File: src/rtl/ecbm_pkg.sv
// Shared types and constants for the clamped-edge box mean block.
`timescale 1ns / 1ps
package ecbm_pkg;

  localparam int ELEV_W    = 24;
  localparam int POS_W     = 10;
  localparam int RAD_REG_W = 4;
  localparam int DIM_REG_W = 11;
  localparam int CFG_W     = 11;
  localparam int CFG_IDX_W = 2;

  localparam int DEF_MAX_COLS   = 1024;
  localparam int DEF_MAX_ROWS   = 1024;
  localparam int DEF_MAX_RADIUS = 8;

  localparam logic [CFG_IDX_W-1:0] REG_RADIUS    = 2'd0;
  localparam logic [CFG_IDX_W-1:0] REG_GRID_COLS = 2'd1;
  localparam logic [CFG_IDX_W-1:0] REG_GRID_ROWS = 2'd2;

  localparam logic [RAD_REG_W-1:0] RADIUS_RESET = 4'd1;
  localparam logic [DIM_REG_W-1:0] DIM_RESET    = 11'd1024;

  typedef struct packed {
    logic take;
    logic start;
    logic back_row;
    logic scan;
    logic div_init;
    logic div_step;
    logic emit;
  } cmd_t;

  typedef struct packed {
    logic ready;
    logic back_done;
    logic scan_last;
    logic div_done;
    logic out_free;
    logic last;
    logic complete;
  } sts_t;

endpackage

File: src/rtl/ecbm_ctrl.sv
// Sequencer for the box mean: accept, check, window scan, divide, emit.
`timescale 1ns / 1ps
module ecbm_ctrl (
  input  logic             clk,
  input  logic             rst,
  input  logic             in_valid,
  output logic             in_ready,
  input  ecbm_pkg::sts_t   sts,
  output ecbm_pkg::cmd_t   cmd
);
  import ecbm_pkg::*;

  typedef enum logic [3:0] {
    S_IDLE, S_CHECK, S_START, S_BACK, S_SCAN, S_WAIT, S_DIVINIT, S_DIV, S_FINISH
  } state_t;

  state_t state;

  assign in_ready = (state == S_IDLE);

  always_comb begin
    cmd = '0;
    unique case (state)
      S_IDLE:    cmd.take     = in_valid;
      S_START:   cmd.start    = 1'b1;
      S_BACK:    cmd.back_row = !sts.back_done;
      S_SCAN:    cmd.scan     = 1'b1;
      S_DIVINIT: cmd.div_init = 1'b1;
      S_DIV:     cmd.div_step = !sts.div_done;
      S_FINISH:  cmd.emit     = sts.out_free;
      default:   cmd = '0;
    endcase
  end

  always_ff @(posedge clk) begin
    if (rst) begin
      state <= S_IDLE;
    end else begin
      unique case (state)
        S_IDLE:    if (in_valid) state <= S_CHECK;
        S_CHECK:   state <= sts.ready ? S_START : S_IDLE;
        S_START:   state <= S_BACK;
        S_BACK:    if (sts.back_done) state <= S_SCAN;
        S_SCAN:    if (sts.scan_last) state <= S_WAIT;
        S_WAIT:    state <= S_DIVINIT;
        S_DIVINIT: state <= S_DIV;
        S_DIV:     if (sts.div_done) state <= S_FINISH;
        S_FINISH:  if (sts.out_free) state <= S_IDLE;
        default:   state <= S_IDLE;
      endcase
    end
  end
endmodule

File: config.mk
export PLATFORM = sky130hd
export DESIGN_NAME = ecbm_ctrl
export DESIGN_NICKNAME = d
export VERILOG_FILES = /design/src/rtl/ecbm_pkg.sv /design/src/rtl/ecbm_ctrl.sv
export SDC_FILE = /design/constraint.sdc
export NUM_CORES = 1
export LEC_CHECK = 0
export ABC_AREA = 1
export ABC_CLOCK_PERIOD_IN_PS = 1300
export BUFFER_PORTS_ARGS = -buffer_cell sky130_fd_sc_hd__buf_2
export CAP_MARGIN = 10
export CORE_AREA = 4 4 41 43
export CTS_CLUSTER_DIAMETER = 80
export DETAILED_ROUTE_END_ITERATION = 7
export DIE_AREA = 0 0 45 47
export PLACE_DENSITY_LB_ADDON = 0.12
export SLEW_MARGIN = 20
export SYNTH_ARGS = -nofsm -noshare
export SYNTH_HDL_FRONTEND = slang
export SYNTH_SLANG_ARGS = --single-unit
File: constraint.sdc
create_clock -name clk -period 1.3 [get_ports clk]
set_clock_uncertainty 0.2 [all_clocks]
set_input_delay 0.26 -clock clk [delete_from_list [all_inputs] [get_ports clk]]
set_output_delay 0.26 -clock clk [all_outputs]
set_load 0.02 [all_outputs]
==> results.sh, run 1 <==
export IMPL_core_area_um2=1300
export IMPL_synth_seq_cells=4
export IMPL_violations="setup timing"
export IMPL_antenna_found_initial=0
export IMPL_period_needed_ns=1.58
export IMPL_max_clock_freq_ghz=0.634
export IMPL_rsz0062_at_grt="yes"
export IMPL_start_util=0.277
export IMPL_yosysUniqueCellTypes=17
export IMPL_grt_max_degree=6
export IMPL_grt_busiest_layer="met2"
export IMPL_end_kind="output pin"
export IMPL_hold_class="in -> reg"
export IMPL_yosysWarnings=0
export IMPL_hold_viol=0
export IMPL_holdPathEnd="state[1]"
export IMPL_syn_inst=64
export IMPL_clkSinkCount=4
export IMPL_mostFrequentLayoutCells="buf_4, inv_1, nor2_1, buf_6, buf_2"
export IMPL_hpwl_um=786
export IMPL_cts_max_path_buffers=2
export IMPL_r2r_start="state[1]"
export IMPL_grt_overflow=0
export IMPL_htree_num_levels=1
export IMPL_fp_row_count=13
export IMPL_synth_nets=74
export IMPL_wirelength_mm=1.20
export IMPL_vias=517
export IMPL_use_met2=0.220
export IMPL_place_area_um2=543
export IMPL_syn_area_per_cell_um2=5.63
export IMPL_drt_iter0_markers=5
export IMPL_top_register="state"
export IMPL_grt_pass1_wl_mm=1.97
export IMPL_use_met1=0.150
export IMPL_max_cap_violations=0
export IMPL_first_pass_iters=2
export IMPL_tns_ns=-2.41
export IMPL_relSlewSlack=0.869
export IMPL_status="complete, but fails checks"
export IMPL_power_w=0.00171
export IMPL_crit_arrival_ns=1.12
export IMPL_via_per_inst=4.42
export IMPL_cp_max_fo=4
export IMPL_worst_slew_pin_slew_ns=0.194
export IMPL_met3_usage=0.0460
export IMPL_die_width_um=45
export IMPL_fin_area_um2=776
export IMPL_vdd_drop_max_mv=1.04
export IMPL_critPathKind="reg -> out"
export IMPL_reg2reg_to="state[2]"
export IMPL_largest_reg_flops=4
export IMPL_post_route_period_util=1.21
export IMPL_postRouteAntennaNets=0
export IMPL_dieArea_um2=2120
export IMPL_maxSlewViolCount=0
export IMPL_finalWeightedCongestion=0.818
export IMPL_grtUsageTotal=0.128
export IMPL_die_h_um=47
export IMPL_required_ns=0.84
export IMPL_cts_tree="yes"
export IMPL_final_common_cell="buf_4"
export IMPL_cts_buffers=3
export IMPL_layout_drive_gt1_share=0.647
export IMPL_top_level_ports=18
export IMPL_synth_yosys_seq_area_share=0.222
export IMPL_r2r_cells=9
export IMPL_setup_viol_count_final=12
export IMPL_ff2ff_setup_slack_ns=-0.20
export IMPL_clk_latency_ns=0.23
export IMPL_nets=114
export IMPL_worstSetupStartpointType="register"
export IMPL_fillCellCount=135
export IMPL_preCtsSetupSlack_ns=-0.142
export IMPL_path_clk_slew_ns=0.03
export IMPL_io_buffers=15
export IMPL_fin_util=0.596
export IMPL_p_leak_nw=0.431
export IMPL_hp_start="sts[6]"
export IMPL_antennaDiodeCount=0
export IMPL_wire_per_inst_um=10.2
export IMPL_drc_errors=0
export IMPL_syn_area_um2=360
export IMPL_finalWorstSetupSlack_ns=-0.276
export IMPL_root_buffer="clkbuf_4"
export IMPL_holdPathStages=3
export IMPL_top_regs="state x4"
export IMPL_area_growth_pct=115
export IMPL_grt_pass1_vias=503
export IMPL_p_per_area_nw_per_um2=2200
## cell type report
type                            instances  area (µm²)  share of cell area
Multi-Input combinational cell         41         285               0.368
Inverter                               19        76.3              0.0984
Sequential cell                         4        95.1               0.123
Tap cell                               15        18.8              0.0242
Clock buffer                            3        22.5              0.0290
Timing Repair Buffer                   35         278               0.358
## cells in the mapped netlist, drive strengths merged
library cell	count	area, µm²
nor2	14	62.6
o31ai	1	7.51
o21ai	1	5.00
inv	19	71.3
nand3b	1	7.51
a21oi	1	5.00
nand3	7	45.0
o211ai	1	7.51
nand4	1	6.26
nand2	9	36.3
dfxtp	4	80.1
nor3	4	20.0
or2	1	6.26
## per-layer routing
layer	share of wire	vias up
met5	0	-
met2	0.49	15
li1	-	269
met3	0.048	2
met1	0.44	231
met4	0.013	0
## worst max-delay path, stage by stage, from the launching register on
cell and delay (ns):
dfxtp_4 0.36, nor2_4 0.15, inv_2 0.08, nor3_4 0.16, buf_6 0.14
## stage by stage
| stage | hold WS, ns | std cells |
|---|---|---|
| floorplan | 0.129 | 64 |
| global placement | 0.235 | 101 |
| detailed placement | 0.233 | 101 |
| CTS | 0.0969 | 113 |
| global route | 0.118 | 117 |
| finish | 0.105 | 117 |
## logic make-up after synthesis
group | count (synthesis) | share of synthesized area
flip-flops | 4 | 0.222
AO/OA/AOI/OAI | 4 | 0.0694
AND/OR/NAND/NOR | 37 | 0.510
buffers and inverters | 19 | 0.198
## power breakdown
| group | internal [W] | switching, W |
|---|---|---|
| sequential | 0.000192 | 0.0000750 |
| combinational | 0.000670 | 0.000620 |
| clock | 0.000103 | 0.0000465 |
| total | 0.000966 | 0.000741 |
## what timing repair did
item / in CTS / in global routing
gates cloned: 0 / 0
pin swaps: 8 / 5
resized for setup: 36 / 4
endpoints found under the setup margin: 12 / 12
buffers inserted: 8 / 4
hold buffers: 1 / 0
hold endpoints to repair: 1 / 0
## worst max path at each step
stage                        start  slack, ns  endpoint  cells after the start
after floorplan           state[2]      -0.08    cmd[5]                      3
after global placement    state[0]      -0.13    cmd[6]                      4
after detailed placement  state[0]      -0.14    cmd[6]                      4
after CTS                 state[2]      -0.28    cmd[6]                      4
after global routing      state[1]      -0.33    cmd[0]                      4
final                     state[2]      -0.28    cmd[6]                      4
No activity file was read; power rests on OpenSTA's default activity.
==> run 2: changes to the inputs <==
--- a/config.mk
+++ b/config.mk
@@ -13,7 +13,9 @@
 export CTS_CLUSTER_DIAMETER = 80
 export DETAILED_ROUTE_END_ITERATION = 7
 export DIE_AREA = 0 0 45 47
+export GPL_TIMING_DRIVEN = 0
 export PLACE_DENSITY_LB_ADDON = 0.12
+export SETUP_SLACK_MARGIN = 0.2
 export SLEW_MARGIN = 20
 export SYNTH_ARGS = -nofsm -noshare
 export SYNTH_HDL_FRONTEND = slang
==> results.sh, run 2 (synthesis results as in run 1) <==
export IMPL_required_ns=0.84
export IMPL_fillCellCount=120
export IMPL_htree_num_levels=1
export IMPL_fp_row_count=13
export IMPL_cts_max_path_buffers=2
export IMPL_vias=488
export IMPL_finalWorstSetupSlack_ns=-0.318
export IMPL_clk_latency_ns=0.23
export IMPL_grtUsageTotal=0.125
export IMPL_grt_overflow=0
export IMPL_reg2reg_to="state[0]"
export IMPL_relSlewSlack=0.813
export IMPL_path_clk_slew_ns=0.04
export IMPL_io_buffers=15
export IMPL_finalWeightedCongestion=0.780
export IMPL_p_clk_frac=0.087
export IMPL_crit_arrival_ns=1.16
export IMPL_antenna_found_initial=0
export IMPL_hold_ws_ns=0.0930
export IMPL_worst_slew_pin_slew_ns=0.278
export IMPL_via_per_inst=4.28
export IMPL_drt_iter0_markers=0
export IMPL_root_buffer="clkbuf_4"
export IMPL_p_per_area_nw_per_um2=2240
export IMPL_max_cap_violations=0
export IMPL_post_route_period_util=1.24
export IMPL_dieArea_um2=2120
export IMPL_fin_cells=114
export IMPL_p_sw_w=0.000837
export IMPL_critPathKind="reg -> out"
export IMPL_holdPathStages=4
export IMPL_seqPwrFrac=0.147
export IMPL_die_h_um=47
export IMPL_worstSetupStartpointType="register"
export IMPL_grt_max_degree=8
export IMPL_holdPathEnd="state[2]"
export IMPL_hold_viol=0
export IMPL_rsz0062_at_grt="yes"
export IMPL_preCtsSetupSlack_ns=-0.112
export IMPL_max_clock_freq_ghz=0.618
export IMPL_period_needed_ns=1.62
export IMPL_r2r_cells=9
export IMPL_vdd_drop_max_mv=1.32
export IMPL_setup_viol_count_final=12
export IMPL_top_level_ports=18
export IMPL_tns_ns=-2.47
export IMPL_top_regs="state x4"
export IMPL_area_growth_pct=134
export IMPL_clkSinkCount=4
export IMPL_cp_max_fo=5
export IMPL_first_pass_iters=1
export IMPL_swShare=0.442
export IMPL_end_kind="output pin"
export IMPL_grt_pass1_wl_mm=1.93
export IMPL_final_common_cell="buf_6"
export IMPL_top_register="state"
export IMPL_core_area_um2=1300
export IMPL_hpwl_um=719
export IMPL_wirelength_mm=1.15
export IMPL_mostFrequentLayoutCells="buf_6, inv_1, buf_4"
export IMPL_cts_buffers=3
export IMPL_wire_per_inst_um=10.1
export IMPL_largest_reg_flops=4
export IMPL_status="complete, but fails checks"
export IMPL_violations="setup timing"
export IMPL_hp_start="rst"
export IMPL_layout_drive_gt1_share=0.717
export IMPL_nets=110
export IMPL_die_width_um=45
export IMPL_p_leak_nw=0.428
export IMPL_antennaDiodeCount=0
export IMPL_p_comb_frac=0.766
export IMPL_dp_cells=94
export IMPL_maxSlewViolCount=0
export IMPL_grt_pass1_vias=459
export IMPL_hold_class="in -> reg"
export IMPL_r2r_start="state[2]"
export IMPL_cts_tree="yes"
export IMPL_postRouteAntennaNets=0
export IMPL_drc_errors=0
export IMPL_fin_util=0.649
export IMPL_ff2ff_setup_slack_ns=-0.15
export IMPL_start_util=0.277
export IMPL_internal_power_w=0.00106
==> run 2: changes by cell type in the layout (fill, tap and decap cells not counted), moves of 2 or more <==
cell     delta
inv_1       -3
nor2_4      +2
nor2_1      -3
nand3_4     +2
buf_4      -10
nand3_1     -2
buf_6       +5
inv_2       +3
nor3_2      -2
==> run 2: worst max-delay path, cell delays in order, from the launching register on <==
cell and delay [ns]:
dfxtp_4 0.35, nor2_4 0.15, inv_2 0.07, nor3_4 0.20, buf_6 0.15
==> run 2: stage by stage <==
step,cell area (µm²),power [W]
after floorplan,420,0.000837
after global placement,514,0.00100
after detailed placement,514,0.000997
after CTS,686,0.00147
after global routing,845,0.00204
final,845,0.00189
==> run 2: worst max-delay path by stage <==
stage	from	to	slack [ns]	depth (start not counted)
finish	state[1]	cmd[6]	-0.32	4
global route	state[1]	cmd[6]	-0.39	4
CTS	state[0]	cmd[6]	-0.29	4
detailed placement	state[1]	cmd[6]	-0.11	4
global placement	state[1]	cmd[6]	-0.11	4
floorplan	state[1]	cmd[6]	0.008	3
==> run 2: per-layer routing <==
metal	track usage	vias up	share of wire
li1	-	265	-
met1	0.158	212	0.40
met2	0.203	11	0.55
met3	0.0230	0	0.048
met4	0.0643	0	0
met5	0	-	0
==> run 2: cell type report <==
cell class | count | area [µm²] | share of cell area
clock buffer | 4 | 26.3 | 0.0311
tap | 15 | 18.8 | 0.0222
sequential | 4 | 95.1 | 0.113
multi-input combinational | 41 | 349 | 0.413
timing repair buffer | 31 | 279 | 0.330
inverter | 19 | 76.3 | 0.0904
==> run 2: power groups by stage <==
| stage | clock network [W] | logic (W) | registers (W) |
|---|---|---|---|
| 5_1_grt | 0.000182 | 0.00156 | 0.000292 |
| 6_report | 0.000164 | 0.00145 | 0.000278 |
| 4_1_cts | 0.000175 | 0.00103 | 0.000268 |
| 3_3_place_gp | 0 | 0.000721 | 0.000279 |
| 3_5_place_dp | 0 | 0.000723 | 0.000274 |
| 2_1_floorplan | 0 | 0.000577 | 0.000260 |
==> run 2: timing repair <==
item | 4_1_cts | 5_1_grt
endpoints found under the hold margin | 1 | 0
pin swaps | 11 | 14
hold buffers | 1 | 0
gates resized for setup | 20 | 29
setup buffers | 11 | 4
endpoints found under the setup margin | 12 | 12
